`src/sv/date_string_validator_defines.svh`:
```
// ----------------------------------------------------------------------------
// Date string validator assertion macros
// Shared concurrent assertion helpers, clocked on clk_i, disabled in reset.
// ----------------------------------------------------------------------------
`ifndef DATE_STRING_VALIDATOR_DEFINES_SVH
`define DATE_STRING_VALIDATOR_DEFINES_SVH

// Condition that must hold at every clock edge outside reset
`define DSV_ASSERT(lbl, cond, msg) \
  lbl: assert property (@(posedge clk_i) disable iff (!rst_ni) (cond)) else $error(msg);

// Condition that, once seen, forces a consequence at the next clock edge
`define DSV_ASSERT_NEXT(lbl, pre, post, msg) \
  lbl: assert property (@(posedge clk_i) disable iff (!rst_ni) (pre) |=> (post)) \
    else $error(msg);

`endif

```
`src/sv/dsv_pkg.sv`:
```
// ----------------------------------------------------------------------------
// Date string validator package
// Token types, field codes and character constants shared by the modules.
// ----------------------------------------------------------------------------
`default_nettype none

package dsv_pkg;

  // Characters
  localparam logic [7:0] SlashChar = 8'h2F;
  localparam logic [7:0] DigitLo   = 8'h30;
  localparam logic [7:0] DigitHi   = 8'h39;

  // Field limits
  localparam logic [2:0] ShortDigitsMax = 3'd2;
  localparam logic [2:0] YearDigitsMax  = 3'd4;
  localparam logic [2:0] CountSat       = 3'd7;
  localparam logic [6:0] MonthMax       = 7'd12;
  localparam logic [6:0] DayMax         = 7'd31;
  localparam logic [6:0] FebLeapDay     = 7'd29;
  localparam logic [6:0] MonthFeb       = 7'd2;

  // Token queue between front and back
  localparam int QueueDepth = 2;
  localparam int QPtrW      = (QueueDepth > 1) ? $clog2(QueueDepth) : 1;
  localparam int QCntW      = $clog2(QueueDepth + 1);

  typedef enum logic [1:0] {
    TOK_DIGIT,
    TOK_SLASH,
    TOK_OTHER
  } tok_kind_e;

  typedef enum logic [1:0] {
    FIELD_DAY,
    FIELD_MONTH,
    FIELD_YEAR
  } field_e;

  typedef struct packed {
    tok_kind_e  kind;
    logic [3:0] digit;
    logic       final_byte;
  } dsv_tok_t;

endpackage

`default_nettype wire

```
`src/sv/dsv_front.sv`:
```
// ----------------------------------------------------------------------------
// Date string validator front end
// Accepts input requests and classifies each byte into a parser token.
// ----------------------------------------------------------------------------
`default_nettype none

module dsv_front (
  input  wire logic              in_valid_i,
  output logic                   in_stall_o,
  input  wire logic [7:0]        text_byte_i,
  input  wire logic              final_byte_i,
  input  wire logic              q_full_i,
  output logic                   push_o,
  output dsv_pkg::dsv_tok_t      tok_o
);
  import dsv_pkg::*;

  logic [7:0] offset;

  // Hold off requests while the queue has no room
  assign in_stall_o = q_full_i;
  assign push_o     = in_valid_i & ~q_full_i;

  // Classify the byte
  always_comb begin
    offset           = text_byte_i - DigitLo;
    tok_o.digit      = offset[3:0];
    tok_o.final_byte = final_byte_i;
    if (text_byte_i == SlashChar) begin
      tok_o.kind = TOK_SLASH;
    end else if (text_byte_i inside {[DigitLo:DigitHi]}) begin
      tok_o.kind = TOK_DIGIT;
    end else begin
      tok_o.kind = TOK_OTHER;
    end
  end

endmodule

`default_nettype wire

```
`src/sv/dsv_queue.sv`:
```
// ----------------------------------------------------------------------------
// Date string validator token queue
// Short FIFO that decouples the classifier from the parser.
// ----------------------------------------------------------------------------
`default_nettype none
`include "date_string_validator_defines.svh"

module dsv_queue (
  input  wire logic              clk_i,
  input  wire logic              rst_ni,
  input  wire logic              push_i,
  input  dsv_pkg::dsv_tok_t      push_tok_i,
  output logic                   full_o,
  output logic                   valid_o,
  output dsv_pkg::dsv_tok_t      pop_tok_o,
  input  wire logic              pop_i
);
  import dsv_pkg::*;

  dsv_tok_t               entry_q [QueueDepth];
  logic [QPtrW-1:0]       wptr_q, wptr_d;
  logic [QPtrW-1:0]       rptr_q, rptr_d;
  logic [QCntW-1:0]       count_q, count_d;

  assign full_o    = (count_q == QCntW'(QueueDepth));
  assign valid_o   = (count_q != '0);
  assign pop_tok_o = entry_q[rptr_q];

  // Advance pointers and occupancy
  always_comb begin
    wptr_d  = wptr_q;
    rptr_d  = rptr_q;
    count_d = count_q;
    if (push_i) begin
      wptr_d = (wptr_q == QPtrW'(QueueDepth - 1)) ? '0 : wptr_q + 1'b1;
    end
    if (pop_i) begin
      rptr_d = (rptr_q == QPtrW'(QueueDepth - 1)) ? '0 : rptr_q + 1'b1;
    end
    if (push_i && !pop_i) begin
      count_d = count_q + 1'b1;
    end else if (!push_i && pop_i) begin
      count_d = count_q - 1'b1;
    end
  end

  always_ff @(posedge clk_i or negedge rst_ni) begin
    if (!rst_ni) begin
      wptr_q  <= '0;
      rptr_q  <= '0;
      count_q <= '0;
    end else begin
      wptr_q  <= wptr_d;
      rptr_q  <= rptr_d;
      count_q <= count_d;
    end
  end

  // Store pushed tokens
  always_ff @(posedge clk_i) begin
    if (push_i) begin
      entry_q[wptr_q] <= push_tok_i;
    end
  end

  `DSV_ASSERT(a_no_overflow, !(push_i && full_o), "token pushed into full queue")
  `DSV_ASSERT(a_no_underflow, !(pop_i && !valid_o), "token popped from empty queue")
  `DSV_ASSERT_NEXT(a_count_up, push_i && !pop_i, count_q == $past(count_q) + 1'b1,
                   "queue occupancy did not grow on push")
  `DSV_ASSERT(a_count_bound, count_q <= QCntW'(QueueDepth), "queue occupancy out of range")

endmodule

`default_nettype wire

```
`src/sv/dsv_back.sv`:
```
// ----------------------------------------------------------------------------
// Date string validator back end
// Parses tokens into day, month and year and judges the date on the last one.
// ----------------------------------------------------------------------------
`default_nettype none

module dsv_back (
  input  wire logic              clk_i,
  input  wire logic              rst_ni,
  input  wire logic              q_valid_i,
  input  dsv_pkg::dsv_tok_t      q_tok_i,
  output logic                   pop_o,
  output logic                   out_valid_o,
  input  wire logic              out_stall_i,
  output logic                   date_ok_o,
  output logic [6:0]             day_value_o,
  output logic [6:0]             month_value_o,
  output logic [13:0]            year_value_o
);
  import dsv_pkg::*;

  field_e      field_q, field_d;
  logic [2:0]  cnt_q, cnt_d;
  logic [6:0]  day_q, day_d;
  logic [6:0]  mon_q, mon_d;
  logic [13:0] year_q, year_d;
  logic        err_q, err_d;
  logic [3:0]  yd_q [4];
  logic [3:0]  yd_d [4];

  logic        out_valid_q, out_valid_d;
  logic        ok_q;
  logic [6:0]  day_out_q, mon_out_q;
  logic [13:0] year_out_q;

  logic        slot_free;
  logic [2:0]  limit;
  logic [10:0] day_mul, mon_mul;
  logic [17:0] year_mul;
  logic        judge_ok;
  logic        is_leap;
  logic [1:0]  lo_mod4, hi_mod4;

  // Take a token when it needs no result slot or the slot frees up
  assign slot_free = ~out_valid_q | ~out_stall_i;
  assign pop_o     = q_valid_i & (~q_tok_i.final_byte | slot_free);

  // Step the parser state for one token
  always_comb begin
    field_d  = field_q;
    cnt_d    = cnt_q;
    day_d    = day_q;
    mon_d    = mon_q;
    year_d   = year_q;
    err_d    = err_q;
    yd_d     = yd_q;
    limit    = (field_q == FIELD_YEAR) ? YearDigitsMax : ShortDigitsMax;
    day_mul  = {4'd0, day_q} * 11'd10 + {7'd0, q_tok_i.digit};
    mon_mul  = {4'd0, mon_q} * 11'd10 + {7'd0, q_tok_i.digit};
    year_mul = {4'd0, year_q} * 18'd10 + {14'd0, q_tok_i.digit};
    case (q_tok_i.kind)
      TOK_SLASH: begin
        if (field_q == FIELD_YEAR) begin
          err_d = 1'b1;
        end else begin
          if (cnt_q < 3'd1 || cnt_q > ShortDigitsMax) begin
            err_d = 1'b1;
          end
          field_d = (field_q == FIELD_DAY) ? FIELD_MONTH : FIELD_YEAR;
          cnt_d   = '0;
        end
      end
      TOK_DIGIT: begin
        if (cnt_q >= limit) begin
          err_d = 1'b1;
        end else begin
          case (field_q)
            FIELD_DAY:   day_d = day_mul[6:0];
            FIELD_MONTH: mon_d = mon_mul[6:0];
            default: begin
              year_d = year_mul[13:0];
              yd_d[3] = yd_q[2];
              yd_d[2] = yd_q[1];
              yd_d[1] = yd_q[0];
              yd_d[0] = q_tok_i.digit;
            end
          endcase
        end
        if (cnt_q != CountSat) begin
          cnt_d = cnt_q + 1'b1;
        end
      end
      default: begin
        err_d = 1'b1;
      end
    endcase
  end

  // Judge the date from the post-token state; the year digits give the leap test
  always_comb begin
    lo_mod4  = {yd_d[1][0], 1'b0} + yd_d[0][1:0];
    hi_mod4  = {yd_d[3][0], 1'b0} + yd_d[2][1:0];
    if (lo_mod4 != 2'd0) begin
      is_leap = 1'b0;
    end else if (yd_d[1] != 4'd0 || yd_d[0] != 4'd0) begin
      is_leap = 1'b1;
    end else begin
      is_leap = (hi_mod4 == 2'd0);
    end
    judge_ok = 1'b1;
    if (err_d || field_d != FIELD_YEAR) begin
      judge_ok = 1'b0;
    end
    if (cnt_d != ShortDigitsMax && cnt_d != YearDigitsMax) begin
      judge_ok = 1'b0;
    end
    if (mon_d < 7'd1 || mon_d > MonthMax) begin
      judge_ok = 1'b0;
    end
    if (day_d < 7'd1 || day_d > DayMax) begin
      judge_ok = 1'b0;
    end
    if (mon_d inside {7'd4, 7'd6, 7'd9, 7'd11} && day_d == DayMax) begin
      judge_ok = 1'b0;
    end
    if (mon_d == MonthFeb) begin
      if (day_d > FebLeapDay) begin
        judge_ok = 1'b0;
      end
      if (day_d == FebLeapDay && !is_leap) begin
        judge_ok = 1'b0;
      end
    end
  end

  // Hold or drop the result slot
  always_comb begin
    out_valid_d = out_valid_q;
    if (pop_o && q_tok_i.final_byte) begin
      out_valid_d = 1'b1;
    end else if (!out_stall_i) begin
      out_valid_d = 1'b0;
    end
  end

  // Parser state; clear after the last token of a string
  always_ff @(posedge clk_i or negedge rst_ni) begin
    if (!rst_ni) begin
      field_q     <= FIELD_DAY;
      cnt_q       <= '0;
      day_q       <= '0;
      mon_q       <= '0;
      year_q      <= '0;
      err_q       <= 1'b0;
      yd_q        <= '{default: '0};
      out_valid_q <= 1'b0;
    end else begin
      out_valid_q <= out_valid_d;
      if (pop_o) begin
        if (q_tok_i.final_byte) begin
          field_q <= FIELD_DAY;
          cnt_q   <= '0;
          day_q   <= '0;
          mon_q   <= '0;
          year_q  <= '0;
          err_q   <= 1'b0;
          yd_q    <= '{default: '0};
        end else begin
          field_q <= field_d;
          cnt_q   <= cnt_d;
          day_q   <= day_d;
          mon_q   <= mon_d;
          year_q  <= year_d;
          err_q   <= err_d;
          yd_q    <= yd_d;
        end
      end
    end
  end

  // Load the result payload
  always_ff @(posedge clk_i) begin
    if (pop_o && q_tok_i.final_byte) begin
      ok_q       <= judge_ok;
      day_out_q  <= day_d;
      mon_out_q  <= mon_d;
      year_out_q <= year_d;
    end
  end

  assign out_valid_o   = out_valid_q;
  assign date_ok_o     = ok_q;
  assign day_value_o   = day_out_q;
  assign month_value_o = mon_out_q;
  assign year_value_o  = year_out_q;

endmodule

`default_nettype wire

```
`src/sv/date_string_validator.sv`:
```
// After its final byte is accepted, a result passes through the token queue and then the result register.
// Throughput: one byte per cycle while the token queue has room; the parser in the back end takes one token
// per cycle and only stalls when the result register is full and stalled.
// A two-entry token queue lets the front keep accepting during such a stall until the queue is full.
// Reset (rst_ni low, asynchronous) empties the queue and result slot and
// returns the parser to the day field with cleared values.
// ----------------------------------------------------------------------------
// Date string validator
// Parses a d/m/y string byte by byte and reports one Gregorian check per string.
// ----------------------------------------------------------------------------
`default_nettype none

module date_string_validator (
  input  wire logic        clk_i,
  input  wire logic        rst_ni,
  input  wire logic        in_valid_i,
  output logic             in_stall_o,
  input  wire logic [7:0]  text_byte_i,
  input  wire logic        final_byte_i,
  output logic             out_valid_o,
  input  wire logic        out_stall_i,
  output logic             date_ok_o,
  output logic [6:0]       day_value_o,
  output logic [6:0]       month_value_o,
  output logic [13:0]      year_value_o
);
  import dsv_pkg::*;

  logic     q_full, q_push, q_valid, q_pop;
  dsv_tok_t push_tok, pop_tok;

  // Classify incoming requests
  dsv_front u_front (
    .in_valid_i   (in_valid_i),
    .in_stall_o   (in_stall_o),
    .text_byte_i  (text_byte_i),
    .final_byte_i (final_byte_i),
    .q_full_i     (q_full),
    .push_o       (q_push),
    .tok_o        (push_tok)
  );

  // Buffer tokens between the two sides
  dsv_queue u_queue (
    .clk_i      (clk_i),
    .rst_ni     (rst_ni),
    .push_i     (q_push),
    .push_tok_i (push_tok),
    .full_o     (q_full),
    .valid_o    (q_valid),
    .pop_tok_o  (pop_tok),
    .pop_i      (q_pop)
  );

  // Parse and judge
  dsv_back u_back (
    .clk_i         (clk_i),
    .rst_ni        (rst_ni),
    .q_valid_i     (q_valid),
    .q_tok_i       (pop_tok),
    .pop_o         (q_pop),
    .out_valid_o   (out_valid_o),
    .out_stall_i   (out_stall_i),
    .date_ok_o     (date_ok_o),
    .day_value_o   (day_value_o),
    .month_value_o (month_value_o),
    .year_value_o  (year_value_o)
  );

endmodule

`default_nettype wire
```
`config.mk`:
```
export PLATFORM = sky130hd
export DESIGN_NAME = date_string_validator
export DESIGN_NICKNAME = d
export VERILOG_FILES = /design/src/sv/dsv_pkg.sv /design/src/sv/dsv_front.sv /design/src/sv/dsv_queue.sv /design/src/sv/dsv_back.sv /design/src/sv/date_string_validator.sv
export VERILOG_INCLUDE_DIRS = /design/src /design/src/sv
export SDC_FILE = /design/constraint.sdc
export NUM_CORES = 1
export LEC_CHECK = 0
export BUFFER_PORTS_ARGS = -buffer_cell sky130_fd_sc_hd__buf_2
export CORE_MARGIN = 2
export CORE_UTILIZATION = 45
export DETAILED_ROUTE_END_ITERATION = 16
export GPL_ROUTABILITY_DRIVEN = 0
export SYNTH_ARGS = -nofsm -noshare
export SYNTH_HDL_FRONTEND = slang
export SYNTH_SLANG_ARGS = --single-unit
```
`constraint.sdc`:
```
create_clock -name clk_i -period 5.45 [get_ports clk_i]
set_input_delay 1.09 -clock clk_i [delete_from_list [all_inputs] [get_ports clk_i]]
set_output_delay 1.09 -clock clk_i [all_outputs]
set_load 0.01 [all_outputs]
```
## After elaboration in Yosys (flattened, before gate mapping)

Memories as Yosys holds them, arrays and structs flattened.
Cells that the tools add are included.

| storage, ports and cells | value |
|---|---|
| memories kept | 1 |
| flip-flop bits (word level) | 81 |
| input port bits | 13 |
| memory bits (writable) | 14 |

Memory list:

| name | words | bits a word | read ports | clocked after memory_dff | write ports | RTL line | source |
|---|---|---|---|---|---|---|---|
| u_queue.entry_q | 2 | 7 | 1 | 0 | 1 | dsv_queue.sv:20 | `dsv_tok_t entry_q [QueueDepth];` |

| cells by class | value |
|---|---|
| multiply operators | 3 |
| equality and inequality tests | 19 |
| bitwise logic cells | 8 |
| add/sub/neg operators | 11 |
| order comparisons | 10 |
| reductions and logical operators | 27 |
| mux-type cells | 50 |

Operators with widths:

| operator | count |
|---|---|
| 16-bit two-way mux | 4 |
| 14-bit two-way mux | 4 |
| 7-bit two-way mux | 8 |
| 1-bit two-way mux | 20 |
| 2-bit two-way mux | 8 |
| 14-bit by 4-bit adder with 14-bit output | 1 |
| 7-bit by 4-bit adder with 7-bit output | 2 |
| 7-bit by 3-bit == test with 1-bit output (second input constant) | 2 |
| 7-bit by 4-bit == test with 1-bit output (second input constant) | 2 |
| 7-bit by 5-bit == test with 1-bit output (second input constant) | 2 |
| 7-bit by 5-bit > comparator with 1-bit output (second input constant) | 2 |
| 7-bit by 1-bit less-than comparator with 1-bit output (second input constant) | 2 |
| 14-bit by 3-bit multiplier with 13-bit output (second input constant) | 1 |
| 7-bit by 3-bit multiplier with 6-bit output (second input constant) | 2 |
| 3-bit two-way mux | 4 |
| 4-bit nonzero test | 3 |
| 8-bit by 6-bit == test with 1-bit output (second input constant) | 1 |
| 8-bit by 6-bit >= comparator with 1-bit output (second input constant) | 1 |
| 8-bit by 6-bit less-or-equal comparator with 1-bit output (second input constant) | 1 |
| 2-bit nonzero test | 4 |
| 7-bit by 2-bit == test with 1-bit output (second input constant) | 1 |
| 7-bit by 4-bit > comparator with 1-bit output (second input constant) | 1 |
| 1-bit logical AND | 7 |
| 2-bit logical NOT | 3 |
| 24 further kinds | 42 |

## Longest topological paths before layout

| depth | value |
|---|---|
| depth after elaboration | 14 |
| depth in mapped cells | 12 |
| mapped depth without buffers | 12 |

## Hierarchy

A second synthesis with hierarchy kept.

| unflattened totals | value |
|---|---|
| cells, all modules | 530 |
| area total of the unflattened synthesis | 5562.8 µm² |

Modules (own cells, without submodules):

| module | cells an instance | area an instance (µm²) | times used | seq. area each (µm²) |
|---|---|---|---|---|
| dsv_back | 477 | 4747.1 | 1 | 2021.9 |
| dsv_queue | 38 | 724.4 | 1 | 520.5 |
| dsv_front | 15 | 91.3 | 1 | 0.0 |

## Least setup slack after synthesis

Ideal clock, no wire load.

| timing path | value |
|---|---|
| path kind | register to register |
| from | reg u_back.year_q[1] |
| to | reg u_back.year_q[13] |
| stages on the path, launching flop included | 13 |
| slack | 2227 ps |
| data required time | 5329 ps |
| arrival time | 3102 ps |
| clock period less this slack | 3223 ps |
| path through | dfrtp_1 > ha_1 > ha_1 > inv_1 > fa_1 > nor2b_1 > o2111ai_1 > nand3b_1 > xor2_1 > and4_4 > mux2_1 > or3_1 > a22o_1 |

| between the ends | value |
|---|---|
| cells in the longest elaborated chain, start to end | 6 |

Ends and longest elaborated chain:

| item | RTL line | source |
|---|---|---|
| from (decl) | dsv_back.sv:26 | `logic [13:0] year_q, year_d;` |
| from (signal assigned) | dsv_back.sv:173 | `year_q <= year_d;` |
| 14-bit by 3-bit multiplier with 13-bit output | dsv_back.sv:60 | `year_mul = {4'd0, year_q} * 18'd10 + {14'd0, q_tok_i.digit};` |
| 14-bit by 4-bit adder with 14-bit output | dsv_back.sv:60 |  |
| 14-bit two-way mux | dsv_back.sv:77 | `case (field_q)` |
| 14-bit two-way mux | dsv_back.sv:74 | `if (cnt_q >= limit) begin` |
| 14-bit two-way mux | dsv_back.sv:61 | `case (q_tok_i.kind)` |
| via u_back.year_d[13] | dsv_back.sv:26 |  |
| 14-bit two-way mux | dsv_back.sv:160 | `if (q_tok_i.final_byte) begin` |

The timed path passes the listed nets, and every way through them passes these cells.
A chain may end at the register's enable or synchronous reset.

## Worst setup path after layout

| timing path | value |
|---|---|
| from | reg u_back.field_q[0] |
| to | reg u_back.ok_q, in the netlist u_back.date_ok_o, data pin |

| between the ends | value |
|---|---|
| cells in the longest elaborated chain, start to end | 14 |

Ends and longest elaborated chain:

| item | RTL line | source |
|---|---|---|
| from (decl) | dsv_back.sv:22 | `field_e field_q, field_d;` |
| from (signal assigned) | dsv_back.sv:169 | `field_q <= field_d;` |
| branches (longest 13 deep; another with 7-bit by 1-bit less-than comparator with 1-bit output) | -- |  |
| 1-bit two-way mux (*) | dsv_back.sv:126 | `if (mon_d == MonthFeb) begin` |
| via u_back.judge_ok | dsv_back.sv:40 | `logic judge_ok;` |
| to (signal assigned) | dsv_back.sv:184 | `ok_q <= judge_ok;` |
| to (decl) | dsv_back.sv:32 | `logic ok_q;` |

Mark *: on every way through the listed nets, which the timed path passes. The select of a mux whose other input is x is not followed.

==> impl_results.md <==
* CTS buffer count at 9
* Initial antenna violation count at 0
* Area delta synth->final at 12.59%
* P_leak at approximately 3 nW
* Cell family with most CP delay: simple AND/OR/NAND/NOR gates
* CP Capture Type: flop
* Worst path cell trace: nand2b_1 > ha_1 > nor2b_1 > o21ai_1 > nand3_2 > or4_1 > o311ai_1 > a21oi_1 > o21ai_0 > a311oi_1
* GRT Total Usage at 18.74%
* Final setup violation count at 0
* Post-route ant nets at 0
* Dpl cells at 681
* Final wirelength at 11,650 um
* First-pass GRT wire length at ~19,000 um
* DP HPWL at around 8000 um
* Largest net degree at the start of global routing at 51
* CP startpoint kind: flop
* Switch share at 38.19%
* Root Driver: clkbuf_16
* CP peak stage delay at 0.70 ns
* Yosys reg bits at 93
* Max Freq at 0.2795 GHz
* Req. time, crit path at 5.54 ns
* Core area at roughly 0.012 mm^2
* First-pass DRT Iterations at 4
* Die Width at between 100 and 150 um
* Residual DRC at 0
* Mean Syn Cell Area at 10.97 um^2
* Die height at around 110 um
* Sequential power share at 38.2%
* Initial Utilization at 46.05%
* Register area share after synthesis at 46.16%
* Worst vdd ir at around 0.00046 V
* N_diodes at 0
* Clock power frac at 24.7%
* Status: finished clean
* Worst path slowest cell: or4_1
* Crit path DAT at 3.66 ns
* CTS Buffer Depth at 2
* Slew Limit Fails at 0
* Post-synth EDFFs at 43
* Total Die Area at between 0.01 and 0.015 mm^2
* IO Count at 44
* Least-Margin Pin Slew at approximately 0.7 ns
* # rows at 40
* P per Cell Area at roughly 440 mW/mm^2
* CTS H-tree lvls at 3
* Clock sinks at 93
* DR vias at 3,888
* Clk_lat worst skew at 0.34 ns
* Yosys warnings at 0
* Final std cells w/o fill at approximately 700
* Setup TNS at 0 ns
* Vias/cell at between 5 and 6
* Synth Instances at 502
* Tightest Hold Check Type: flop to flop
* Port buffer count at 43
* Slew margin rel. at a little over half
* Hold Fails Final Rpt at 0
* Sw Pwr at roughly 1.1 mW
* Layout cells sized above 1 at between 10% and 20%
* Nets at 606
* Crit-path max FO at 35
* Gate power share at 37.1%
* CTS Hold Bufs at 0
* CP Class: flop to flop
* RSZ-0062 raised after global routing: false
* DR iter-0 viols at ~240
* Mapped Area at 0.005508 mm^2
* CTS resizes at 0
* Worst Clk Skew at 0.008109 ns
* Vias in the first global route at ~3.7k
* Total of max-cap violations at 0
* Gr ovfl total at 0
* Main synth FF type: dfrtp_1
* CP bufs+invs at 0
* Avg WL per Cell at between 15 and 20 um
* Filler instances at 1,072
* Unique cell type count in the Yosys netlist at 66
* Clock transition at path regs at 0.07 ns
* Ys async rst share at 53.76%
* Crit share post-route at 65.65%
* CTS tree: yes
* Period minus WS final at about 3.6 ns
* Post-CTS Setup Inserts at 0
* Cell-internal power at 1.704 mW
* Syn_nets at 563
[layout by cell type, fill, tap and decap left out, types with 3 or more instances in the layout]
cell type   n
dfrtp_1    50
nand2_1    45
buf_2      43
edfxtp_1   43
ha_1       42
o21ai_0    30
nor2_1     26
inv_1      24
xnor2_1    23
nand3_1    20
a22o_1     19
xor2_1     18
a21oi_1    15
a21o_1     13
nor3_1      9
clkbuf_16   9
mux2i_1     8
mux2_2      8
and3_1      8
nand2b_1    6
fa_1        6
buf_4       6
nor3b_1     5
nor2b_1     4
o21a_1      4
o21ai_1     3
or3_1       3
o2111ai_1   3
nand3b_1    3
nand4_1     3
o31ai_1     3
[worst reg2reg max path, delay by kind of cell, from the launching register on]
kind / cells / cell delay (ns)
simple gates: 4 / 1.72
compound gates: 5 / 0.83
flops: 1 / 0.47
fa+ha+maj: 1 / 0.30
[power groups by stage]
stage / combinational, mW / clock [mW] / sequential, mW
final: 1.02 / 0.681 / 1.05
after global routing: 1.14 / 0.723 / 1.08
after CTS: 1.04 / 0.696 / 1.05
after detailed placement: 1.03 / 0 / 1.07
after global placement: 1.02 / 0 / 1.06
after floorplan: 0.668 / 0 / 1.08
[cell type report]
| cell class | instances | area, um^2 | share of cell area (%) |
|---|---|---|---|
| multi-input cells | 367 | 2799 | 45.14 |
| flip-flops and latches | 93 | 2542 | 41.00 |
| repair buffers | 49 | 260.3 | 4.197 |
| clock buffers | 9 | 225.2 | 3.632 |
| well taps | 147 | 183.9 | 2.966 |
| clock inverters | 7 | 96.34 | 1.554 |
| inverters | 25 | 93.84 | 1.513 |
[final timing paths]
check                                   from                to  slack (ns)  depth (start not counted)
setup / recovery           u_back.field_q[0]  u_back.date_ok_o        1.87                         10
hold / removal                u_queue.wptr_q    u_queue.wptr_q        0.50                          1
setup reg to reg           u_back.field_q[0]  u_back.date_ok_o        1.87                         10
hold reg to reg               u_queue.wptr_q    u_queue.wptr_q        0.50                          1
max in group asynchronous             rst_ni    u_queue.wptr_q        4.12                          2
min in group asynchronous             rst_ni   u_back.day_q[6]        0.86                          2
[metrics by stage]
| step | instance area [um^2] | total power [mW] | hold slack (ns) | setup slack [ns] | utilization, % |
|---|---|---|---|---|---|
| 2_1_floorplan | 5508 | 1.746 | 0.4608 | 2.227 | - |
| 3_3_place_gp | 5879 | 2.076 | 0.4823 | 1.978 | 49.15 |
| 3_5_place_dp | 5879 | 2.097 | 0.4891 | 1.896 | 49.15 |
| 4_1_cts | 6201 | 2.786 | 0.5064 | 1.888 | 51.84 |
| 5_1_grt | 6201 | 2.934 | 0.5178 | 1.628 | 51.84 |
| 6_report | 6201 | 2.757 | 0.5025 | 1.872 | 51.84 |
[Yosys cell counts, drive strengths merged, types with 4 or more instances]
cell    count  area, um^2
a21o       13       97.59
a21oi      17       100.1
a22o       19       166.4
and3        8       50.05
buf         4       27.52
clkbuf     13       48.80
dfrtp      50        1251
edfxtp     43        1291
fa          6       120.1
ha         42       525.5
inv        25       93.84
mux2       10       116.4
mux2i      10       116.4
nand2      45       168.9
nand2b      6       37.54
nand3      21       110.1
nor2       26       97.59
nor2b       4       25.02
nor3       10       55.05
nor3b       5       37.54
o21a        4       30.03
o21ai      34       170.2
xnor2      24       217.7
xor2       18       157.7
[registers in the layout (all words and copies together), names as in the netlist]
signal / flops
u_back.cnt_q: 3
u_back.date_ok_o: 1
u_back.day_q: 7
u_back.day_value_o: 7
u_back.err_q: 1
u_back.field_q: 2
u_back.mon_q: 7
u_back.month_value_o: 7
u_back.out_valid_o: 1
u_back.yd_q: 11
u_back.year_q: 14
u_back.year_value_o: 14
u_queue.count_q: 2
u_queue.entry_q: 14
u_queue.rptr_q: 1
u_queue.wptr_q: 1
[logic make-up (layout without fill, tap and decap cells)]
| family | count (synthesis) | after routing | share of synthesized area, % |
|---|---|---|---|
| compound gates | 113 | 113 | 14.36 |
| xor+xnor | 42 | 42 | 6.815 |
| fa+ha+maj | 48 | 48 | 11.72 |
| buf+inv | 42 | 90 | 3.089 |
| flops | 93 | 93 | 46.16 |
| mux | 20 | 20 | 4.225 |
| simple gates | 144 | 144 | 13.63 |
[metal layers]
| metal | global-route usage, % | part of all wire (%) | vias up |
|---|---|---|---|
| met1 | 26.72 | 50 | 1888 |
| met5 | 0 | 0 | - |
| li1 | - | - | 1918 |
| met3 | 3.123 | 2.9 | 10 |
| met4 | 5.366 | 1.0 | 0 |
| met2 | 29.51 | 47 | 72 |
Note: power is estimated with default switching activity, not from simulation.
